$ cat config.mk
export PLATFORM = sky130hd
export DESIGN_NAME = ascii_to_int64_parser_flat
export DESIGN_NICKNAME = d
export VERILOG_FILES = /design/src/rtl/core/atip_pkg.sv /design/src/rtl/core/atip_if.sv /design/src/rtl/core/ascii_to_int64_parser.sv /design/src/rtl/core/atip_char_decode.sv /design/src/rtl/core/atip_accum.sv /design/src/rtl/core/atip_parse.sv /design/src/flat_wrapper.sv
export SDC_FILE = /design/constraint.sdc
export NUM_CORES = 2
export LEC_CHECK = 0
export BUFFER_PORTS_ARGS = -buffer_cell sky130_fd_sc_hd__buf_2
export CAP_MARGIN = 10
export CELL_PAD_IN_SITES_DETAIL_PLACEMENT = 0
export CELL_PAD_IN_SITES_GLOBAL_PLACEMENT = 1
export CORE_MARGIN = 1.5
export CORE_UTILIZATION = 36
export CTS_BUF_LIST = sky130_fd_sc_hd__clkbuf_2
export CTS_CLUSTER_DIAMETER = 30
export CTS_CLUSTER_SIZE = 16
export DETAILED_ROUTE_END_ITERATION = 8
export GPL_TIMING_DRIVEN = 0
export HOLD_SLACK_MARGIN = 0.02
export PLACE_DENSITY = 0.73
export RECOVER_POWER = 25
export SLEW_MARGIN = 20
export SYNTH_ARGS = -nofsm -noshare
export SYNTH_HDL_FRONTEND = slang
export SYNTH_HIERARCHICAL = 1
export SYNTH_SLANG_ARGS = --single-unit
$ cat constraint.sdc
create_clock -name clk -period 12.2 [get_ports clk]
set_input_delay 1.83 -clock clk [delete_from_list [all_inputs] [get_ports clk]]
set_output_delay 1.83 -clock clk [all_outputs]
set_load 0.05 [all_outputs]
$ cat src/rtl/core/atip_pkg.sv
package atip_pkg;

  // Widths fixed by the item fields
  localparam int BASE_W = 6;
  localparam int OFS_W  = 16;

  // Default string length cap
  localparam int unsigned DEFAULT_MAX_LEN = 32'd65535;

  // Character codes
  localparam logic [7:0] CH_MINUS     = 8'h2D;
  localparam logic [7:0] CH_PLUS      = 8'h2B;
  localparam logic [7:0] CH_ZERO      = 8'h30;
  localparam logic [7:0] CH_NINE      = 8'h39;
  localparam logic [7:0] CH_X_LO      = 8'h78;
  localparam logic [7:0] CH_X_UP      = 8'h58;
  localparam logic [7:0] CH_A_UP      = 8'h41;
  localparam logic [7:0] CH_Z_UP      = 8'h5A;
  localparam logic [7:0] CH_A_LO      = 8'h61;
  localparam logic [7:0] CH_Z_LO      = 8'h7A;
  localparam logic [7:0] CH_SPACE     = 8'h20;
  localparam logic [7:0] CH_TAB       = 8'h09;
  localparam logic [7:0] CH_CR        = 8'h0D;
  localparam logic [7:0] CH_NUL       = 8'h00;
  localparam logic [7:0] UP_OFS       = 8'h37;  // 'A' - 10
  localparam logic [7:0] LO_OFS       = 8'h57;  // 'a' - 10
  localparam logic [7:0] DIGIT_NONE   = 8'hFF;

  // Fixed bases
  localparam logic [BASE_W-1:0] BASE_AUTO = 6'd0;
  localparam logic [BASE_W-1:0] BASE_OCT  = 6'd8;
  localparam logic [BASE_W-1:0] BASE_DEC  = 6'd10;
  localparam logic [BASE_W-1:0] BASE_HEX  = 6'd16;

  // Saturation limits
  localparam logic [63:0] LIMIT_POS = 64'h7FFF_FFFF_FFFF_FFFF;
  localparam logic [63:0] LIMIT_NEG = 64'h8000_0000_0000_0000;

  // Result status codes
  localparam logic [1:0] ST_OK      = 2'd0;
  localparam logic [1:0] ST_INVALID = 2'd1;
  localparam logic [1:0] ST_RANGE   = 2'd2;

  // Byte classification
  typedef struct packed {
    logic       is_ws;
    logic       is_sign;
    logic       is_minus;
    logic       is_dec;
    logic       is_zero;
    logic       is_x;
    logic       is_term;
    logic [7:0] dval;
  } chr_class_t;

  // Accumulator step outcome
  typedef struct packed {
    logic        not_digit;
    logic        overflow;
    logic [63:0] mag_next;
  } acc_t;

  // One result item
  typedef struct packed {
    logic signed [63:0] value;
    logic [1:0]         status;
    logic               end_valid;
    logic [OFS_W-1:0]   end_offset;
  } res_t;

endpackage

$ cat src/rtl/core/atip_if.sv
// Input channel: one string byte per item
interface atip_char_if;
  logic       valid;
  logic       ready;
  logic [7:0] char_byte;

  modport source (output valid, output char_byte, input ready);
  modport sink (input valid, input char_byte, output ready);
endinterface

// Result channel: one parsed number per item
interface atip_res_if;
  logic               valid;
  logic               ready;
  logic signed [63:0] value;
  logic [1:0]         status;
  logic               end_valid;
  logic [15:0]        end_offset;

  modport source (output valid, output value, output status, output end_valid,
                  output end_offset, input ready);
  modport sink (input valid, input value, input status, input end_valid,
                input end_offset, output ready);
endinterface

// Configuration write channel: base register
interface atip_cfg_if;
  logic       valid;
  logic       ready;
  logic [5:0] base;

  modport source (output valid, output base, input ready);
  modport sink (input valid, input base, output ready);
endinterface

$ cat src/rtl/core/ascii_to_int64_parser.sv
// Channel  | Role | Payload                                       | Handshake
// ---------+------+-----------------------------------------------+------------
// chars    | sink | char_byte[7:0]                                | valid/ready
// results  | src  | value[63:0] s, status[1:0], end_valid, end_offset[15:0] | valid/ready
// cfg      | sink | base[5:0]                                     | valid/ready
//
// One byte is taken per cycle while no terminator is stalled; a taken byte is held in the input
// register and then folded into the parse state through the base multiply-add.
// A terminator clears the parse state at the same edge that loads the result register, which
// then offers the result on the result channel.
// Synchronous reset clears the parse state, the base register and both valid flags.
// A result not yet taken stalls a following terminator and bytes behind it; earlier bytes flow.
module ascii_to_int64_parser #(
  parameter int unsigned MAX_LEN = atip_pkg::DEFAULT_MAX_LEN
) (
  input logic       clk,
  input logic       rst,
  atip_char_if.sink chars,
  atip_res_if.source results,
  atip_cfg_if.sink  cfg
);

  logic                        in_valid;
  logic [7:0]                  in_byte;
  logic                        in_term;
  logic                        in_advance;
  logic                        step;
  logic [atip_pkg::BASE_W-1:0] base;
  logic                        res_valid;
  atip_pkg::res_t              res_data;
  logic                        res_fire;
  atip_pkg::res_t              res_comb;

  // Handshakes
  assign in_term      = (in_byte == atip_pkg::CH_NUL);
  assign in_advance   = !in_term || !res_valid || results.ready;
  assign step         = in_valid && in_advance;
  assign chars.ready  = !in_valid || in_advance;
  assign cfg.ready    = 1'b1;

  atip_parse #(
    .MAX_LEN (MAX_LEN)
  ) u_parse (
    .clk      (clk),
    .rst      (rst),
    .step     (step),
    .c        (in_byte),
    .base     (base),
    .res_fire (res_fire),
    .res      (res_comb)
  );

  // Hold the input item until the parser takes it
  always_ff @(posedge clk) begin
    if (rst) begin
      in_valid <= 1'b0;
    end else if (chars.ready) begin
      in_valid <= chars.valid;
    end
  end

  always_ff @(posedge clk) begin
    if (chars.ready && chars.valid) begin
      in_byte <= chars.char_byte;
    end
  end

  // Base register
  always_ff @(posedge clk) begin
    if (rst) begin
      base <= atip_pkg::BASE_AUTO;
    end else if (cfg.valid && cfg.ready) begin
      base <= cfg.base;
    end
  end

  // Result register: load on terminator, drop when taken
  always_ff @(posedge clk) begin
    if (rst) begin
      res_valid <= 1'b0;
    end else if (res_fire) begin
      res_valid <= 1'b1;
    end else if (results.ready) begin
      res_valid <= 1'b0;
    end
  end

  always_ff @(posedge clk) begin
    if (res_fire) begin
      res_data <= res_comb;
    end
  end

  assign results.valid      = res_valid;
  assign results.value      = res_data.value;
  assign results.status     = res_data.status;
  assign results.end_valid  = res_data.end_valid;
  assign results.end_offset = res_data.end_offset;

  ap_no_overwrite: assert property (@(posedge clk) disable iff (rst)
    res_fire |-> !res_valid || results.ready)
    else $error("pending result overwritten");

  ap_step_needs_item: assert property (@(posedge clk) disable iff (rst)
    step |-> in_valid)
    else $error("parser stepped without an input item");

  ap_res_hold: assert property (@(posedge clk) disable iff (rst)
    results.valid && !results.ready |=> results.valid && $stable(res_data))
    else $error("stalled result item changed");

endmodule

$ cat src/rtl/core/atip_char_decode.sv
module atip_char_decode (
  input  logic [7:0]         c,
  output atip_pkg::chr_class_t cls
);

  logic       is_up;
  logic       is_lo;
  logic       is_dec;
  logic [7:0] dval;

  // Classify the byte
  assign is_up        = c inside {[atip_pkg::CH_A_UP:atip_pkg::CH_Z_UP]};
  assign is_lo        = c inside {[atip_pkg::CH_A_LO:atip_pkg::CH_Z_LO]};
  assign is_dec       = c inside {[atip_pkg::CH_ZERO:atip_pkg::CH_NINE]};
  assign cls.is_dec   = is_dec;
  assign cls.is_ws    = (c == atip_pkg::CH_SPACE) ||
                        (c inside {[atip_pkg::CH_TAB:atip_pkg::CH_CR]});
  assign cls.is_minus = (c == atip_pkg::CH_MINUS);
  assign cls.is_sign  = (c == atip_pkg::CH_MINUS) || (c == atip_pkg::CH_PLUS);
  assign cls.is_zero  = (c == atip_pkg::CH_ZERO);
  assign cls.is_x     = (c == atip_pkg::CH_X_LO) || (c == atip_pkg::CH_X_UP);
  assign cls.is_term  = (c == atip_pkg::CH_NUL);
  assign cls.dval     = dval;

  // Digit value, or none for anything else
  always_comb begin
    if (is_dec) begin
      dval = c - atip_pkg::CH_ZERO;
    end else if (is_up) begin
      dval = c - atip_pkg::UP_OFS;
    end else if (is_lo) begin
      dval = c - atip_pkg::LO_OFS;
    end else begin
      dval = atip_pkg::DIGIT_NONE;
    end
  end

endmodule

$ cat src/rtl/core/atip_accum.sv
module atip_accum (
  input  logic [63:0]                   mag,
  input  logic                          negative,
  input  logic [atip_pkg::BASE_W-1:0]   eb,
  input  logic [7:0]                    dval,
  output atip_pkg::acc_t                acc
);

  localparam int PW = 64 + atip_pkg::BASE_W;

  logic [63:0]   limit;
  logic [PW-1:0] prod;
  logic [PW-1:0] sum;

  // Multiply by the base and add the digit at full width
  assign prod = PW'(mag) * PW'(eb);
  assign sum  = prod + PW'(dval);

  // With the digit below the base, exceeding the limit is the overflow test
  assign limit         = negative ? atip_pkg::LIMIT_NEG : atip_pkg::LIMIT_POS;
  assign acc.not_digit = (dval >= 8'(eb));
  assign acc.overflow  = (sum > PW'(limit));
  assign acc.mag_next  = sum[63:0];

endmodule

$ cat src/rtl/core/atip_parse.sv
module atip_parse #(
  parameter int unsigned MAX_LEN = atip_pkg::DEFAULT_MAX_LEN
) (
  input  logic                        clk,
  input  logic                        rst,
  input  logic                        step,
  input  logic [7:0]                  c,
  input  logic [atip_pkg::BASE_W-1:0] base,
  output logic                        res_fire,
  output atip_pkg::res_t              res
);

  localparam logic [atip_pkg::OFS_W-1:0] OffsetCap =
    (MAX_LEN < 32'd65535) ? atip_pkg::OFS_W'(MAX_LEN) : {atip_pkg::OFS_W{1'b1}};

  typedef enum logic [2:0] {
    PH_SKIP,
    PH_AFTER_SIGN,
    PH_ZERO_SEEN,
    PH_DIGITS,
    PH_DONE
  } phase_t;

  phase_t                      phase, phase_next;
  logic                        negative, negative_next;
  logic [63:0]                 magnitude, magnitude_next;
  logic [atip_pkg::BASE_W-1:0] eff_base, eff_base_next;
  logic [atip_pkg::OFS_W-1:0]  position, position_next;
  logic [atip_pkg::OFS_W-1:0]  num_start, num_start_next;
  logic [atip_pkg::OFS_W-1:0]  stop_offset, stop_offset_next;
  logic [1:0]                  error_code, error_code_next;

  logic [atip_pkg::BASE_W-1:0] step_eb;
  logic [atip_pkg::OFS_W-1:0]  pos_inc;
  atip_pkg::chr_class_t        cls;
  atip_pkg::acc_t              acc;

  atip_char_decode u_decode (
    .c   (c),
    .cls (cls)
  );

  atip_accum u_accum (
    .mag      (magnitude),
    .negative (negative),
    .eb       (step_eb),
    .dval     (cls.dval),
    .acc      (acc)
  );

  // Advance the offset, saturating at the cap
  assign pos_inc = (position < OffsetCap) ? position + 1'b1 : position;

  // Base used by a digit step in this cycle
  always_comb begin
    case (phase)
      PH_SKIP, PH_AFTER_SIGN: step_eb = (base != atip_pkg::BASE_AUTO) ? base : atip_pkg::BASE_DEC;
      PH_ZERO_SEEN:           step_eb = (eff_base != atip_pkg::BASE_AUTO) ? eff_base
                                                                          : atip_pkg::BASE_OCT;
      default:                step_eb = eff_base;
    endcase
  end

  // Next state for the byte in hand
  always_comb begin
    logic                       do_step;
    logic                       first;
    logic [1:0]                 fin_err;
    logic [atip_pkg::OFS_W-1:0] fin_ds;
    logic [atip_pkg::OFS_W-1:0] fin_stop;

    do_step           = 1'b0;
    first             = 1'b0;
    phase_next        = phase;
    negative_next     = negative;
    magnitude_next    = magnitude;
    eff_base_next     = eff_base;
    position_next     = position;
    num_start_next    = num_start;
    stop_offset_next  = stop_offset;
    error_code_next   = error_code;
    fin_err           = error_code;
    fin_ds            = num_start;
    fin_stop          = stop_offset;
    res               = '0;
    res_fire          = step && cls.is_term;

    if (!cls.is_term) begin
      case (phase)
        PH_SKIP: begin
          if (cls.is_ws) begin
            position_next = pos_inc;
          end else if (cls.is_sign) begin
            negative_next = cls.is_minus;
            position_next = pos_inc;
            phase_next    = PH_AFTER_SIGN;
          end else if (cls.is_dec) begin
            first = 1'b1;
          end else begin
            error_code_next = atip_pkg::ST_INVALID;
            phase_next      = PH_DONE;
          end
        end
        PH_AFTER_SIGN: begin
          first = 1'b1;
        end
        PH_ZERO_SEEN: begin
          if (cls.is_x) begin
            eff_base_next     = atip_pkg::BASE_HEX;
            position_next     = pos_inc;
            num_start_next    = pos_inc;
            phase_next        = PH_DIGITS;
          end else begin
            eff_base_next = step_eb;
            phase_next    = PH_DIGITS;
            do_step       = 1'b1;
          end
        end
        PH_DIGITS: begin
          do_step = 1'b1;
        end
        PH_DONE: begin
        end
        default: begin
        end
      endcase

      // First byte after whitespace and sign: latch the base
      if (first) begin
        num_start_next = position;
        if (cls.is_zero && ((base == atip_pkg::BASE_AUTO) || (base == atip_pkg::BASE_HEX))) begin
          eff_base_next  = base;
          magnitude_next = '0;
          position_next  = pos_inc;
          phase_next     = PH_ZERO_SEEN;
        end else begin
          eff_base_next = step_eb;
          phase_next    = PH_DIGITS;
          do_step       = 1'b1;
        end
      end

      // Accumulate one digit, or stop on a non-digit or overflow
      if (do_step) begin
        if (acc.not_digit) begin
          phase_next       = PH_DONE;
          stop_offset_next = position;
        end else if (acc.overflow) begin
          error_code_next  = atip_pkg::ST_RANGE;
          phase_next       = PH_DONE;
          stop_offset_next = position;
        end else begin
          magnitude_next = acc.mag_next;
          position_next  = pos_inc;
        end
      end
    end else begin
      // Terminator: close the open phase and form the result
      case (phase)
        PH_SKIP: fin_err = atip_pkg::ST_INVALID;
        PH_AFTER_SIGN: begin
          fin_ds   = position;
          fin_stop = position;
        end
        PH_ZERO_SEEN, PH_DIGITS: fin_stop = position;
        default: begin
        end
      endcase

      res.status = fin_err;
      if (fin_err == atip_pkg::ST_INVALID) begin
        res.value     = '0;
        res.end_valid = 1'b0;
      end else begin
        if (fin_err == atip_pkg::ST_RANGE) begin
          res.value = negative ? $signed(atip_pkg::LIMIT_NEG) : $signed(atip_pkg::LIMIT_POS);
        end else begin
          res.value = negative ? $signed(64'd0 - magnitude) : $signed(magnitude);
        end
        res.end_valid = (fin_stop > fin_ds);
      end
      res.end_offset = res.end_valid ? fin_stop : '0;

      phase_next        = PH_SKIP;
      negative_next     = 1'b0;
      magnitude_next    = '0;
      eff_base_next     = '0;
      position_next     = '0;
      num_start_next    = '0;
      stop_offset_next  = '0;
      error_code_next   = atip_pkg::ST_OK;
    end
  end

  // Hold parse state; advance on each processed byte
  always_ff @(posedge clk) begin
    if (rst) begin
      phase        <= PH_SKIP;
      negative     <= 1'b0;
      magnitude    <= '0;
      eff_base     <= '0;
      position     <= '0;
      num_start    <= '0;
      stop_offset  <= '0;
      error_code   <= atip_pkg::ST_OK;
    end else if (step) begin
      phase        <= phase_next;
      negative     <= negative_next;
      magnitude    <= magnitude_next;
      eff_base     <= eff_base_next;
      position     <= position_next;
      num_start    <= num_start_next;
      stop_offset  <= stop_offset_next;
      error_code   <= error_code_next;
    end
  end

  ap_term_clears: assert property (@(posedge clk) disable iff (rst)
    step && cls.is_term |=> (phase == PH_SKIP) && (position == '0) && (magnitude == '0))
    else $error("parse state not cleared after terminator");

  ap_done_holds: assert property (@(posedge clk) disable iff (rst)
    step && !cls.is_term && (phase == PH_DONE) |=> $stable(magnitude) && $stable(stop_offset))
    else $error("accumulator moved after the number ended");

  ap_pos_cap: assert property (@(posedge clk) disable iff (rst)
    position <= OffsetCap)
    else $error("position above offset cap");

  ap_invalid_res: assert property (@(posedge clk) disable iff (rst)
    res_fire && (res.status == atip_pkg::ST_INVALID) |-> (res.value == '0) && !res.end_valid)
    else $error("invalid start result carries a value");

endmodule
$ cat src/flat_wrapper.sv
// flat-port wrapper written by rule: the top's interface ports become plain ports
module ascii_to_int64_parser_flat 
#(
  parameter int unsigned MAX_LEN = atip_pkg::DEFAULT_MAX_LEN
)
  (clk, rst, chars_valid, chars_char_byte, chars_ready, results_valid, results_value, results_status, results_end_valid, results_end_offset, results_ready, cfg_valid, cfg_base, cfg_ready);
  atip_char_if chars_i ();
  atip_res_if results_i ();
  atip_cfg_if cfg_i ();
  input logic clk;
  input logic rst;
  input wire logic [$bits(chars_i.valid)-1:0] chars_valid;
  input wire logic [$bits(chars_i.char_byte)-1:0] chars_char_byte;
  output wire logic [$bits(chars_i.ready)-1:0] chars_ready;
  output wire logic [$bits(results_i.valid)-1:0] results_valid;
  output wire logic [$bits(results_i.value)-1:0] results_value;
  output wire logic [$bits(results_i.status)-1:0] results_status;
  output wire logic [$bits(results_i.end_valid)-1:0] results_end_valid;
  output wire logic [$bits(results_i.end_offset)-1:0] results_end_offset;
  input wire logic [$bits(results_i.ready)-1:0] results_ready;
  input wire logic [$bits(cfg_i.valid)-1:0] cfg_valid;
  input wire logic [$bits(cfg_i.base)-1:0] cfg_base;
  output wire logic [$bits(cfg_i.ready)-1:0] cfg_ready;
  assign chars_i.valid = chars_valid;
  assign chars_i.char_byte = chars_char_byte;
  assign chars_ready = chars_i.ready;
  assign results_valid = results_i.valid;
  assign results_value = results_i.value;
  assign results_status = results_i.status;
  assign results_end_valid = results_i.end_valid;
  assign results_end_offset = results_i.end_offset;
  assign results_i.ready = results_ready;
  assign cfg_i.valid = cfg_valid;
  assign cfg_i.base = cfg_base;
  assign cfg_ready = cfg_i.ready;
  ascii_to_int64_parser #(.MAX_LEN(MAX_LEN)) u_core (.clk(clk), .rst(rst), .chars(chars_i), .results(results_i), .cfg(cfg_i));
endmodule
==> impl_metrics.env <==
export IMPL_synth_top_family_by_area="adder cells"
export IMPL_p_leak_nw=13.78
export IMPL_drc=0
export IMPL_async_flop_share_pct=0
export IMPL_die_x_um=274.5
export IMPL_hold_slack_ps=463.8
export IMPL_cts_tree="done"
export IMPL_synth_cell_types=99
export IMPL_cts_buffers=58
export IMPL_cp_required_ps=13310
export IMPL_clkPwrFrac_pct=43.0
export IMPL_syn_area_per_cell_sq_um=8.572
export IMPL_synth_compound_area_share_pct=16.44
export IMPL_maxSlewViolCount=76
export IMPL_clock_latency_ps=1170
export IMPL_synth_xor_area_share_pct=2.707
export IMPL_cts_path_max_buffers=3
export IMPL_final_antenna_net_count=0
export IMPL_status="finished with violations"
export IMPL_synth_area_top_cells="fa_1 19%, ha_1 11%, edfxtp_1 10%"
export IMPL_groute_usage_overall_pct=24.33
export IMPL_synth_cells=3095
export IMPL_cts_root_buf="clkbuf_2"
export IMPL_core_sq_um=72960
export IMPL_path_max_fanout=10
export IMPL_worstMarginPinSlew_ps=2437
export IMPL_fin_ws_ps=445.1
export IMPL_fmax_mhz=85.07
export IMPL_crit_arrival_ps=12860
export IMPL_worstSetupEndpointType="flip-flop"
export IMPL_yosys_area_top_type="fa_1"
export IMPL_synthFlopType="dfxtp_1"
export IMPL_fill_cells=7557
export IMPL_synthSimpleGateAreaFrac_pct=20.82
export IMPL_nets=3776
export IMPL_synth_adder_area_share_pct=30.58
export IMPL_place_hpwl_mm=71.98
export IMPL_final_cells=4272
export IMPL_portBuffers=102
export IMPL_combPwrFrac_pct=11.8
export IMPL_period_needed_ps=11750
export IMPL_clock_sinks=223
export IMPL_setup_viol=0
export IMPL_crit_type="flip-flop to flip-flop"
export IMPL_drt_wl_total_mm=91.52
export IMPL_ys_warn_count=6
export IMPL_synth_largest_type_area_fraction_pct=19.17
export IMPL_rsz0062_at_grt="no"
export IMPL_drive_gt1_share_pct=10.30
export IMPL_syn2layout_area_growth_pct=10.38
export IMPL_synth_edff_count=91
export IMPL_seq_area_frac_synth_pct=20.26
export IMPL_synthesis_area_sq_um=26530
export IMPL_p_per_area_nw_per_um2=59.08
export IMPL_rows=99
export IMPL_place_inst=4161
export IMPL_cts_hold_buffers=0
export IMPL_synthMuxAreaShare_pct=2.504
export IMPL_die_y_um=274.5
export IMPL_drtIter0Drc=2069
export IMPL_wire_per_inst_um=21.42
export IMPL_hold_viol_final=0
export IMPL_p_switching_mw=0.5544
export IMPL_first_pass_iters=7
export IMPL_globalplace_congestion=0.9338
export IMPL_drv_cap=2
export IMPL_hold_path_class="flip-flop to flip-flop"
export IMPL_clk_pin_slew_worst_paths_ps=140
export IMPL_grt_pass1_vias=23050
export IMPL_skew_ps=125.3
export IMPL_dp_slack_ps=-1522
export IMPL_htree_levels=2
export IMPL_crit_path_top_delay_cell="nor4_2"
export IMPL_io_pins=105
export IMPL_max_stage_delay_ps=680
export IMPL_dieArea_sq_um=75330
export IMPL_grt_pass1_wl_mm=140.5
export IMPL_overflow=0
export IMPL_vdd_drop_max_v=0.00005479
export IMPL_p_sw_share_pct=32.05
export IMPL_min_period_over_period_pct=96.35
export IMPL_antenna_found_initial=5
export IMPL_violations="capacitance limit, slew limit"
export IMPL_vias_per_cell=5.565
export IMPL_multi_input_area_sq_um=19510
export IMPL_seq_power_share_pct=45.3
export IMPL_critPathLaunchType="flip-flop"
export IMPL_num_vias=23780
export IMPL_initial_core_util_pct=36.36
export IMPL_seqCellArea_sq_um=5379
export IMPL_synth_nets=3610
export IMPL_ys_ff_latch=223
export IMPL_reg2reg_slack_ps=450
export IMPL_internal_power_mw=1.176
export IMPL_grt_max_degree=48
export IMPL_relSlewSlack_pct=-62.45
==> cells in the mapped netlist (27+ instances only) <==
library cell / count
a22o_1: 80
xnor2_1: 48
inv_1: 291
nor2_1: 182
mux2_2: 27
nor4_1: 31
o21ai_0: 149
mux2i_1: 36
ha_1: 242
clkbuf_1: 141
nand2_1: 372
fa_1: 254
a21o_1: 32
nand3_1: 45
and2_1: 188
xor2_1: 34
a31oi_1: 38
nand4_1: 52
a21oi_1: 188
dfxtp_1: 132
edfxtp_1: 91
nor3_1: 73
==> stage by stage <==
step	area, sq um	setup TNS [ps]	util, %	power, mW
3_3_place_gp	28240	-193690	38.71	0.9945
2_1_floorplan	26530	0	-	0.9133
3_5_place_dp	28350	-121760	38.86	0.9951
6_report	29280	0	40.14	1.730
5_1_grt	29280	0	40.13	1.804
4_1_cts	29250	0	40.09	1.753
==> cell usage in the layout, fill, tap and decap left out, drive strengths merged, types with 32 or more instances in the layout <==
cell type,netlist,routed
and2,189,189
nor2,182,182
nor4,33,33
nand3,46,46
a21oi,191,191
ha,242,242
clkbuf,141,204
a22o,81,81
fa,254,254
nor3,74,74
buf,28,136
a21o,32,32
mux2i,36,36
o21ai,168,168
dfxtp,132,132
nand4,53,53
xnor2,48,48
xor2,34,34
a31oi,38,38
inv,291,293
edfxtp,91,91
nand2,372,372
==> critical path: cells and delay by family (launching register included) <==
family                     cells  cell delay, ps
xor gates and xnor gates       1             320
adders and majority gates      6            2460
DFF                            1             350
and+or+nand+nor               15            3750
buffers and inverters          8            2200
AOI/OAI and AO/OA             11            2650
==> routing by layer <==
layer	vias up	wire length, um	GRT usage (%)
li1	11120	-	-
met5	-	11	0
met1	11650	40530	33.30
met4	2	3081	8.488
met3	160	6092	3.065
met2	846	41800	39.37
==> cell families (layout without fill, tap and decap cells) <==
logic type | Yosys count | after routing
mux | 63 | 63
flops | 223 | 223
fa+ha+maj | 496 | 496
compound gates | 670 | 670
xor+xnor | 82 | 82
buf+inv | 460 | 676
other cells | 1 | 3
simple gates | 1100 | 1100
==> power by group through the flow <==
stage / registers (mW) / logic (mW) / clock network [mW]
detailed placement: 0.799 / 0.196 / 0
global route: 0.784 / 0.217 / 0.803
floorplan: 0.797 / 0.116 / 0
finish: 0.783 / 0.203 / 0.744
global placement: 0.799 / 0.195 / 0
CTS: 0.782 / 0.199 / 0.772
==> worst paths after layout <==
kind | startpoint | endpoint | cells past startpoint
setup / recovery | u_core/base[2]$_SDFFE_PP0P_ | u_core/u_parse/magnitude[47]$_SDFFE_PP0P_ | 41
hold / removal | u_core/u_parse/eff_base[3]$_SDFFE_PP0P_ | u_core/u_parse/eff_base[3]$_SDFFE_PP0P_ | 2
setup reg to reg | u_core/base[2]$_SDFFE_PP0P_ | u_core/u_parse/magnitude[47]$_SDFFE_PP0P_ | 41
hold reg to reg | u_core/u_parse/eff_base[3]$_SDFFE_PP0P_ | u_core/u_parse/eff_base[3]$_SDFFE_PP0P_ | 2
==> registers in the layout, summed over array words and instances (netlist names), 2 cells and up <==
register	flops
u_core/u_parse/position	16
u_core/u_parse/magnitude	64
u_core/results.status	2
u_core/u_parse/eff_base	6
u_core/results.end_offset	16
u_core/u_parse/phase	3
u_core/u_parse/stop_offset	16
u_core/results.value	64
u_core/u_parse/error_code	2
u_core/base	6
u_core/in_byte	8
u_core/u_parse/num_start	16
==> area by class of cell <==
type | instances | area share, %
Clock inverter | 45 | 1.619
Timing Repair Buffer | 111 | 2.051
Sequential cell | 223 | 18.37
Antenna cell | 2 | 0.01709
Inverter | 291 | 3.730
Clock buffer | 65 | 1.111
Tap cell | 959 | 4.097
Multi-Input combinational cell | 2412 | 66.63
Buffer | 164 | 2.376
==> repair_timing <==
item	4_1_cts	5_1_grt
cloned	0	0
resized for setup	31	33
setup endpoints to repair	99	99
buffers inserted	0	4
pin swaps	0	7
(Power assumes the default switching activity.)
